`config.mk`:
```
export PLATFORM = sky130hd
export DESIGN_NAME = escaped_length_frame_decoder
export DESIGN_NICKNAME = d
export VERILOG_FILES = /design/src/sv/eld_pkg.sv /design/src/sv/escaped_length_frame_decoder.sv /design/src/sv/eld_cfg_regs.sv /design/src/sv/eld_core.sv /design/src/sv/eld_out_buf.sv
export SDC_FILE = /design/constraint.sdc
export NUM_CORES = 1
export LEC_CHECK = 0
export ABC_AREA = 1
export BUFFER_PORTS_ARGS = -buffer_cell sky130_fd_sc_hd__buf_2
export CORE_MARGIN = 1
export CORE_UTILIZATION = 48
export CTS_CLUSTER_SIZE = 40
export DETAILED_ROUTE_END_ITERATION = 8
export PLACE_DENSITY = 0.65
export SLEW_MARGIN = 20
export SYNTH_ARGS = -nofsm -noshare
export SYNTH_HDL_FRONTEND = slang
export SYNTH_SLANG_ARGS = --single-unit
```
`constraint.sdc`:
```
create_clock -name i_clk -period 4.09 [get_ports i_clk]
set_input_delay 0.409 -clock i_clk [delete_from_list [all_inputs] [get_ports i_clk]]
set_output_delay 0.409 -clock i_clk [all_outputs]
set_load 0.05 [all_outputs]
```
`src/sv/eld_pkg.sv`:
```
// ----------------------------------------------------------------------------
// eld_pkg
// Types and constants shared by the escaped length frame decoder.
// ----------------------------------------------------------------------------
package eld_pkg;

    localparam int unsigned CFG_IDX_W = 3;

    localparam logic [CFG_IDX_W-1:0] CFG_START_BYTE   = 3'd0;
    localparam logic [CFG_IDX_W-1:0] CFG_END_BYTE     = 3'd1;
    localparam logic [CFG_IDX_W-1:0] CFG_ESCAPE_BYTE  = 3'd2;
    localparam logic [CFG_IDX_W-1:0] CFG_ESC_START    = 3'd3;
    localparam logic [CFG_IDX_W-1:0] CFG_ESC_ESCAPE   = 3'd4;
    localparam logic [CFG_IDX_W-1:0] CFG_ESC_END      = 3'd5;

    localparam logic OP_DECODE = 1'b0;
    localparam logic OP_RESET  = 1'b1;

    localparam logic [7:0] BAD_ESCAPE_VALUE = 8'h00;

    typedef enum logic [2:0] {
        PH_WAIT   = 3'd0,
        PH_LEN_LO = 3'd1,
        PH_LEN_HI = 3'd2,
        PH_DATA   = 3'd3,
        PH_END    = 3'd4,
        PH_DONE   = 3'd5
    } t_phase;

    typedef enum logic [2:0] {
        ST_DATA     = 3'd0,
        ST_RESTART  = 3'd1,
        ST_DONE     = 3'd2,
        ST_DONE_ERR = 3'd3,
        ST_RESET_OK = 3'd4,
        ST_RESET_NO = 3'd5
    } t_status;

    typedef enum logic [1:0] {
        ERR_NONE   = 2'd0,
        ERR_ESCAPE = 2'd1,
        ERR_UNDER  = 2'd2,
        ERR_OVER   = 2'd3
    } t_err;

    typedef struct packed {
        logic [7:0] start_byte;
        logic [7:0] end_byte;
        logic [7:0] escape_byte;
        logic [7:0] escaped_start_code;
        logic [7:0] escaped_escape_code;
        logic [7:0] escaped_end_code;
    } t_cfg;

    typedef struct packed {
        t_status    status;
        logic [7:0] data_byte;
        t_err       error_code;
        logic       byte_taken;
    } t_result;

endpackage

```
`src/sv/escaped_length_frame_decoder.sv`:
```
// ----------------------------------------------------------------------------
// escaped_length_frame_decoder
// Byte-stuffed, length-prefixed frame decoder, one byte or reset request
// per transaction.
//
//   channel | direction | handshake                | payload
//   --------+-----------+--------------------------+----------------------------
//   in      | input     | i_in_valid / o_in_stall  | i_operation, i_in_byte
//   out     | output    | o_out_valid / i_out_stall| o_status, o_data_byte,
//           |           |                          | o_error_code, o_byte_taken
//   cfg     | input     | i_cfg_valid / o_cfg_ready| i_cfg_index, i_cfg_data
//
// One item per cycle while o_in_stall is low; each item is held in the input
// register, and its result is registered in the output buffer before it leaves.
// Reset is synchronous, active low; it restores the marker registers and
// clears the frame state. A stalled output fills a two-entry buffer, then
// the input register holds and o_in_stall rises.
// ----------------------------------------------------------------------------
module escaped_length_frame_decoder
    import eld_pkg::*;
(
    input  logic                 i_clk,
    input  logic                 i_rst_n,

    input  logic                 i_in_valid,
    output logic                 o_in_stall,
    input  logic                 i_operation,
    input  logic [7:0]           i_in_byte,

    output logic                 o_out_valid,
    input  logic                 i_out_stall,
    output logic [2:0]           o_status,
    output logic [7:0]           o_data_byte,
    output logic [1:0]           o_error_code,
    output logic                 o_byte_taken,

    input  logic                 i_cfg_valid,
    output logic                 o_cfg_ready,
    input  logic [CFG_IDX_W-1:0] i_cfg_index,
    input  logic [7:0]           i_cfg_data
);

    t_cfg       cfg;
    logic       r_in_valid;
    logic       r_in_op;
    logic [7:0] r_in_byte;
    logic       in_accept;
    logic       advance;
    logic       buf_space;
    logic       res_valid;
    t_result    res;
    t_result    out_res;

    assign o_cfg_ready = 1'b1;

    eld_cfg_regs u_cfg (
        .i_clk   (i_clk),
        .i_rst_n (i_rst_n),
        .i_wr    (i_cfg_valid && o_cfg_ready),
        .i_index (i_cfg_index),
        .i_data  (i_cfg_data),
        .o_cfg   (cfg)
    );

    assign advance    = r_in_valid && buf_space;
    assign o_in_stall = r_in_valid && !advance;
    assign in_accept  = i_in_valid && !o_in_stall;

    always_ff @(posedge i_clk) begin
        if (in_accept) begin
            r_in_op   <= i_operation;
            r_in_byte <= i_in_byte;
        end
    end

    always_ff @(posedge i_clk) begin
        if (!i_rst_n) begin
            r_in_valid <= 1'b0;
        end else if (in_accept) begin
            r_in_valid <= 1'b1;
        end else if (advance) begin
            r_in_valid <= 1'b0;
        end
    end

    eld_core u_core (
        .i_clk       (i_clk),
        .i_rst_n     (i_rst_n),
        .i_cfg       (cfg),
        .i_step      (advance),
        .i_operation (r_in_op),
        .i_in_byte   (r_in_byte),
        .o_res_valid (res_valid),
        .o_res       (res)
    );

    eld_out_buf u_out (
        .i_clk   (i_clk),
        .i_rst_n (i_rst_n),
        .i_push  (res_valid),
        .i_res   (res),
        .o_space (buf_space),
        .o_valid (o_out_valid),
        .i_stall (i_out_stall),
        .o_res   (out_res)
    );

    assign o_status     = out_res.status;
    assign o_data_byte  = out_res.data_byte;
    assign o_error_code = out_res.error_code;
    assign o_byte_taken = out_res.byte_taken;

endmodule

```
`src/sv/eld_cfg_regs.sv`:
```
// ----------------------------------------------------------------------------
// eld_cfg_regs
// Marker and escape code registers, written through the config channel.
// ----------------------------------------------------------------------------
module eld_cfg_regs
    import eld_pkg::*;
(
    input  logic                 i_clk,
    input  logic                 i_rst_n,
    input  logic                 i_wr,
    input  logic [CFG_IDX_W-1:0] i_index,
    input  logic [7:0]           i_data,
    output t_cfg                 o_cfg
);

    t_cfg r_cfg;
    t_cfg n_cfg;

    always_comb begin
        n_cfg = r_cfg;
        if (i_wr) begin
            case (i_index)
                CFG_START_BYTE:  n_cfg.start_byte          = i_data;
                CFG_END_BYTE:    n_cfg.end_byte            = i_data;
                CFG_ESCAPE_BYTE: n_cfg.escape_byte         = i_data;
                CFG_ESC_START:   n_cfg.escaped_start_code  = i_data;
                CFG_ESC_ESCAPE:  n_cfg.escaped_escape_code = i_data;
                CFG_ESC_END:     n_cfg.escaped_end_code    = i_data;
                default:         n_cfg = r_cfg;
            endcase
        end
    end

    always_ff @(posedge i_clk) begin
        if (!i_rst_n) begin
            r_cfg.start_byte          <= 8'd240;
            r_cfg.end_byte            <= 8'd241;
            r_cfg.escape_byte         <= 8'd242;
            r_cfg.escaped_start_code  <= 8'd0;
            r_cfg.escaped_escape_code <= 8'd1;
            r_cfg.escaped_end_code    <= 8'd2;
        end else begin
            r_cfg <= n_cfg;
        end
    end

    assign o_cfg = r_cfg;

endmodule

```
`src/sv/eld_core.sv`:
```
// ----------------------------------------------------------------------------
// eld_core
// Frame state registers and the per-byte decode logic.
// ----------------------------------------------------------------------------
module eld_core
    import eld_pkg::*;
(
    input  logic       i_clk,
    input  logic       i_rst_n,
    input  t_cfg       i_cfg,
    input  logic       i_step,
    input  logic       i_operation,
    input  logic [7:0] i_in_byte,
    output logic       o_res_valid,
    output t_result    o_res
);

    t_phase      r_phase, n_phase;
    logic [15:0] r_frame_len, n_frame_len;
    logic [15:0] r_rcvd, n_rcvd;
    logic [15:0] rcvd_inc;
    logic        r_esc, n_esc;
    t_err        r_err, n_err;

    logic       is_start;
    logic       is_end;
    logic [7:0] u_val;
    logic       u_ok;
    logic       u_esc;
    logic       u_bad;
    logic       res_valid;
    t_result    res;

    assign is_start = (i_in_byte == i_cfg.start_byte);
    assign is_end   = (i_in_byte == i_cfg.end_byte);
    assign rcvd_inc = r_rcvd + 16'd1;

    always_comb begin
        u_val = i_in_byte;
        u_ok  = 1'b1;
        u_esc = 1'b0;
        u_bad = 1'b0;
        if (r_esc) begin
            if (i_in_byte == i_cfg.escaped_start_code) begin
                u_val = i_cfg.start_byte;
            end else if (i_in_byte == i_cfg.escaped_escape_code) begin
                u_val = i_cfg.escape_byte;
            end else if (i_in_byte == i_cfg.escaped_end_code) begin
                u_val = i_cfg.end_byte;
            end else begin
                u_val = BAD_ESCAPE_VALUE;
                u_bad = 1'b1;
            end
        end else if (i_in_byte == i_cfg.escape_byte) begin
            u_ok  = 1'b0;
            u_esc = 1'b1;
        end
    end

    always_comb begin
        n_phase        = r_phase;
        n_frame_len    = r_frame_len;
        n_rcvd         = r_rcvd;
        n_esc          = r_esc;
        n_err          = r_err;
        res_valid      = 1'b0;
        res.status     = ST_DATA;
        res.data_byte  = 8'd0;
        res.error_code = r_err;
        res.byte_taken = 1'b0;

        if (i_operation == OP_RESET) begin
            res_valid = 1'b1;
            if (r_phase == PH_WAIT || r_phase == PH_DONE) begin
                n_phase        = PH_WAIT;
                n_frame_len    = 16'd0;
                n_rcvd         = 16'd0;
                n_esc          = 1'b0;
                n_err          = ERR_NONE;
                res.status     = ST_RESET_OK;
                res.error_code = ERR_NONE;
            end else begin
                res.status = ST_RESET_NO;
            end
        end else if (r_phase == PH_DONE) begin
            res_valid  = 1'b1;
            res.status = (r_err == ERR_NONE) ? ST_DONE : ST_DONE_ERR;
        end else if (is_start && r_rcvd != 16'd0) begin
            n_phase     = PH_WAIT;
            n_frame_len = 16'd0;
            n_rcvd      = 16'd0;
            res_valid   = 1'b1;
            res.status  = ST_RESTART;
        end else begin
            if (is_start) begin
                n_phase     = PH_WAIT;
                n_frame_len = 16'd0;
                n_rcvd      = 16'd0;
            end
            if (is_end) begin
                n_phase = PH_END;
            end
            case (n_phase)
                PH_WAIT: begin
                    if (is_start) begin
                        n_phase = PH_LEN_LO;
                    end
                end
                PH_LEN_LO: begin
                    n_esc = u_esc;
                    if (u_bad && r_err == ERR_NONE) begin
                        n_err = ERR_ESCAPE;
                    end
                    if (u_ok) begin
                        n_frame_len = {8'd0, u_val};
                        n_phase     = PH_LEN_HI;
                    end
                end
                PH_LEN_HI: begin
                    n_esc = u_esc;
                    if (u_bad && r_err == ERR_NONE) begin
                        n_err = ERR_ESCAPE;
                    end
                    if (u_ok) begin
                        n_frame_len = {u_val, r_frame_len[7:0]};
                        n_phase     = (n_frame_len == 16'd0) ? PH_END : PH_DATA;
                    end
                end
                PH_DATA: begin
                    n_esc = u_esc;
                    if (u_bad && r_err == ERR_NONE) begin
                        n_err = ERR_ESCAPE;
                    end
                    if (u_ok) begin
                        n_rcvd = rcvd_inc;
                        if (rcvd_inc >= r_frame_len) begin
                            n_phase = PH_END;
                        end
                        res_valid      = 1'b1;
                        res.status     = ST_DATA;
                        res.data_byte  = u_val;
                        res.error_code = n_err;
                        res.byte_taken = 1'b1;
                    end
                end
                PH_END: begin
                    if (is_end) begin
                        n_phase = PH_DONE;
                        if (n_rcvd < n_frame_len && r_err == ERR_NONE) begin
                            n_err = ERR_UNDER;
                        end
                        res_valid      = 1'b1;
                        res.status     = (n_err == ERR_NONE) ? ST_DONE : ST_DONE_ERR;
                        res.error_code = n_err;
                        res.byte_taken = 1'b1;
                    end else if (r_err == ERR_NONE) begin
                        n_err = ERR_OVER;
                    end
                end
                default: begin
                    n_phase = r_phase;
                end
            endcase
        end
    end

    always_ff @(posedge i_clk) begin
        if (!i_rst_n) begin
            r_phase     <= PH_WAIT;
            r_frame_len <= 16'd0;
            r_rcvd      <= 16'd0;
            r_esc       <= 1'b0;
            r_err       <= ERR_NONE;
        end else if (i_step) begin
            r_phase     <= n_phase;
            r_frame_len <= n_frame_len;
            r_rcvd      <= n_rcvd;
            r_esc       <= n_esc;
            r_err       <= n_err;
        end
    end

    assign o_res_valid = i_step && res_valid;
    assign o_res       = res;

endmodule

```
`src/sv/eld_out_buf.sv`:
```
// ----------------------------------------------------------------------------
// eld_out_buf
// Two-entry result buffer between the decode logic and the output channel.
// ----------------------------------------------------------------------------
module eld_out_buf
    import eld_pkg::*;
(
    input  logic    i_clk,
    input  logic    i_rst_n,
    input  logic    i_push,
    input  t_result i_res,
    output logic    o_space,
    output logic    o_valid,
    input  logic    i_stall,
    output t_result o_res
);

    t_result    r_mem [2];
    logic       r_wr_ptr;
    logic       r_rd_ptr;
    logic [1:0] r_cnt;
    logic       pop;

    assign pop     = (r_cnt != 2'd0) && !i_stall;
    assign o_space = (r_cnt != 2'd2);
    assign o_valid = (r_cnt != 2'd0);
    assign o_res   = r_mem[r_rd_ptr];

    always_ff @(posedge i_clk) begin
        if (i_push) begin
            r_mem[r_wr_ptr] <= i_res;
        end
    end

    always_ff @(posedge i_clk) begin
        if (!i_rst_n) begin
            r_wr_ptr <= 1'b0;
            r_rd_ptr <= 1'b0;
            r_cnt    <= 2'd0;
        end else begin
            if (i_push) begin
                r_wr_ptr <= ~r_wr_ptr;
            end
            if (pop) begin
                r_rd_ptr <= ~r_rd_ptr;
            end
            case ({i_push, pop})
                2'b10:   r_cnt <= r_cnt + 2'd1;
                2'b01:   r_cnt <= r_cnt - 2'd1;
                default: r_cnt <= r_cnt;
            endcase
        end
    end

endmodule

```
==> flow_summary.ini <==
[sta]
hold_viol = 0
finalSetupTns_ns = 0
grt_setup_unrepaired = false
slew_headroom_pct = 37.6
setup_viol = 0
fin_crit_sh_pct = 89.6
fmax_ghz = 0.273
finClkSkew_ns = 0.00995
maxSlewViolCount = 0
min_period_ns = 3.66
tightest_slew_ns = 0.936

[final_layout]
fin_util_pct = 55.3
drive_gt1_share_pct = 11.7
syn2layout_area_growth_pct = 12.6
n_antenna_cell = 0
finalNetCount = 1182
final_area_sq_mm = 0.00879
fillCellCount = 1558
fin_cells = 1352
multi_input_area_sq_mm = 0.00407
regArea_sq_mm = 0.00295

[yosys]
syn_area_sq_mm = 0.00781
synth_warnings = 0
syn_inst = 1090
synth-compound-area-share_pct = 14.5
synthMuxAreaShare_pct = 2.02
synth_fp_nets = 1149
ys_seq_elements = 129
synth.avg_cell_area_sq_um = 7.16
yosys.area_share.simple_pct = 25.8
synth_cell_type_count = 45
synth_adder_area_share_pct = 5.45
synth_xor_area_share_pct = 4.15
yosys.area.top_type = dfxtp_1
yosysSeqAreaShare_pct = 37.8
synth_top_area_share_pct = 23.6
synthTopCellsByArea = dfxtp_1 24%, edfxtp_1 14%, nand2_1 13%, inv_1 7.0%, a21oi_1 5.7%
synth_top_family_by_area = simple AND/OR/NAND/NOR gates

[detailed_routing]
drtIter0Drc = 665
via_per_inst = 5.19
dr_total_vias = 7011
drt-total-wl_um = 20000
routedWlPerCell_um = 14.8
firstDrtPassIters = 5
postRouteAntennaNets = 0
drcViolationCount = 0

[die]
core_area_sq_mm = 0.0159
initial_core_util_pct = 49.2
design.die.area_sq_mm = 0.0168
rows = 46
ios = 42
die-height_um = 130
die-width_um = 130

[place]
portBuffers = 40
hpwl_um = 14500
placed_area_sq_mm = 0.00816
gp_congestion = 0.873
dp_cells = 1320

[clocking]
clk_pin_slew_ns = 0.06
clk_latency_ns = 0.44
cts_sinks = 129
post_cts_buffers = 0
max-clock-path-buffers = 2
numCtsBuffers = 17
htreeDepth = 4
cts_tree = built
cts_root_buf = clkbuf_16
ctsHoldBuffers = 0

[critical_path]
critPathKind = reg2reg
required_ns = 4.37
setup.worst_path.end_class = flop
cp-start-kind = flop
critPathArrivalTime_ns = 3.95
crit_fanout = 5

[pwr]
p_sw_share_pct = 25.4
vdd_drop_max_mv = 0.289
p_comb_share_pct = 9.7
power.switching_w = 0.000840
pwr-share-clk_pct = 48.4
powerDensity_mw_per_mm2 = 377
pwr-share-seq_pct = 41.9
leakage_nw = 3.84
intPower_w = 0.00247

[global_route]
grt_overflow = 0
grt_pass1_vias = 6261
gr-usage-all-layers_pct = 25.4
antenna_found_initial = 0
grt_max_degree = 56
grt_pass1_wl_um = 32300

[min_path]
worstHoldPathType = in2reg

[job]
cap_violations = 0

[run_status]
status = finished clean
layer usage:
layer	part of all wire [%]	vias to the layer above	global-route usage, %
li1	-	3605	-
met1	48	3167	34.5
met2	45	202	40.2
met3	5.4	37	4.34
met4	2.3	0	10.1
met5	0	-	0
sequential cells by signal (all words and copies together), names as in the netlist, named ones only:
| name | flops |
|---|---|
| r_in_byte | 8 |
| u_out.r_cnt | 2 |
| u_core.r_rcvd | 16 |
| u_out.r_rd_ptr | 1 |
| r_in_valid | 1 |
| u_cfg.o_cfg | 48 |
| u_core.r_err | 2 |
| u_out.r_wr_ptr | 1 |
| u_out.r_mem | 28 |
| u_core.r_frame_len | 16 |
| u_core.r_phase | 3 |
| r_in_op | 1 |
| u_core.r_esc | 1 |
worst max-delay path, cell delays in order, from the launching register on:
cell and delay (ns):
dfxtp_1 0.39, ha_1 0.22, nand4_1 0.16, nor3_1 0.32, inv_1 0.07, nor3_1 0.26, nand2_1 0.08, nor2_1 0.17
nand3_1 0.11, xor2_1 0.18, ha_1 0.31, nand2_1 0.06, nor2_1 0.16, nand4_1 0.14, o41ai_2 0.45, nand2_1 0.10
nand2_1 0.10, nand4_1 0.09, nand2_1 0.07, a21oi_1 0.05
cell usage after synthesis (all sizes together):
| library cell | n |
|---|---|
| a21boi | 1 |
| o21a | 1 |
| conb | 1 |
| nand4 | 17 |
| inv | 158 |
| o21bai | 3 |
| a21oi | 90 |
| o41ai | 2 |
| clkbuf | 17 |
| nor2 | 123 |
| buf | 19 |
| nand2 | 276 |
| xnor2 | 22 |
| o21ai | 72 |
| nor3 | 16 |
| or2 | 1 |
| mux2 | 14 |
| ha | 34 |
| edfxtp | 37 |
| a211oi | 3 |
| nor4 | 3 |
| clkinv | 1 |
| or4 | 1 |
| o22ai | 13 |
| dfxtp | 92 |
| o211ai | 20 |
| nand3 | 38 |
| xor2 | 15 |
repair_timing:
item	in CTS	in global routing
resized for setup	0	1
endpoints found under the hold margin	0	0
endpoints found under the setup margin	0	1
power by group through the flow:
stage | sequential [W] | combinational [W] | clock, W
5_1_grt | 0.00139 | 0.000355 | 0.00168
3_3_place_gp | 0.00141 | 0.000317 | 0
3_5_place_dp | 0.00142 | 0.000318 | 0
6_report | 0.00139 | 0.000321 | 0.00161
2_1_floorplan | 0.00139 | 0.000255 | 0
4_1_cts | 0.00139 | 0.000319 | 0.00162
cells in the final DEF, fill, tap and decap left out, types with 3 or more instances in the layout:
cell type,count
a21oi_1,89
dfxtp_1,92
inv_2,12
nand3_1,35
o21bai_1,3
ha_1,34
nor3_1,11
o211ai_1,20
nor4_1,3
mux2_2,14
nor3_2,4
buf_4,10
o21ai_0,69
xnor2_1,22
a211oi_1,3
inv_1,145
nand2_1,269
nand4_1,17
xor2_1,15
nand2_2,5
nor2_2,5
clkbuf_16,19
o22ai_1,13
edfxtp_1,37
buf_2,40
nor2_1,116
clkbuf_8,3
cells by family after synthesis:
logic type,after synthesis
AOI/OAI and AO/OA,205
xor gates and xnor gates,37
adders and majority gates,34
buffers and inverters,195
DFF,129
muxes,14
other,1
and+or+nand+nor,475
worst paths after layout:
kind              depth (start not counted)                     startpoint                        endpoint  slack (ns)
setup / recovery                         19  u_core.r_rcvd[0]$_SDFFE_PN0P_  u_core.r_phase[1]$_SDFFE_PN0P_        0.43
hold / removal                            1                   i_in_byte[5]          r_in_byte[5]$_DFFE_PP_        0.15
setup reg to reg                         19  u_core.r_rcvd[0]$_SDFFE_PN0P_  u_core.r_phase[1]$_SDFFE_PN0P_        0.43
hold reg to reg                           1    u_out.r_rd_ptr$_SDFFE_PN0P_     u_out.r_rd_ptr$_SDFFE_PN0P_        0.46
through the flow:
step | hold WS (ns) | total power, W | setup WS (ns)
final | 0.150 | 0.00331 | 0.426
after global routing | 0.143 | 0.00342 | 0.117
after CTS | 0.143 | 0.00333 | 0.347
after detailed placement | 0.450 | 0.00173 | 0.384
after global placement | 0.437 | 0.00173 | 0.535
after floorplan | 0.426 | 0.00165 | 1.00
cell type report:
cell class                      count  area share [%]
Clock inverter                      7            1.07
Tap cell                          216            3.07
Sequential cell                   129            33.6
Multi-Input combinational cell    766            46.3
Timing Repair Buffer               50            3.13
Clock buffer                       25            6.05
Inverter                          159            6.82
Power figures use the tool's default switching activity.
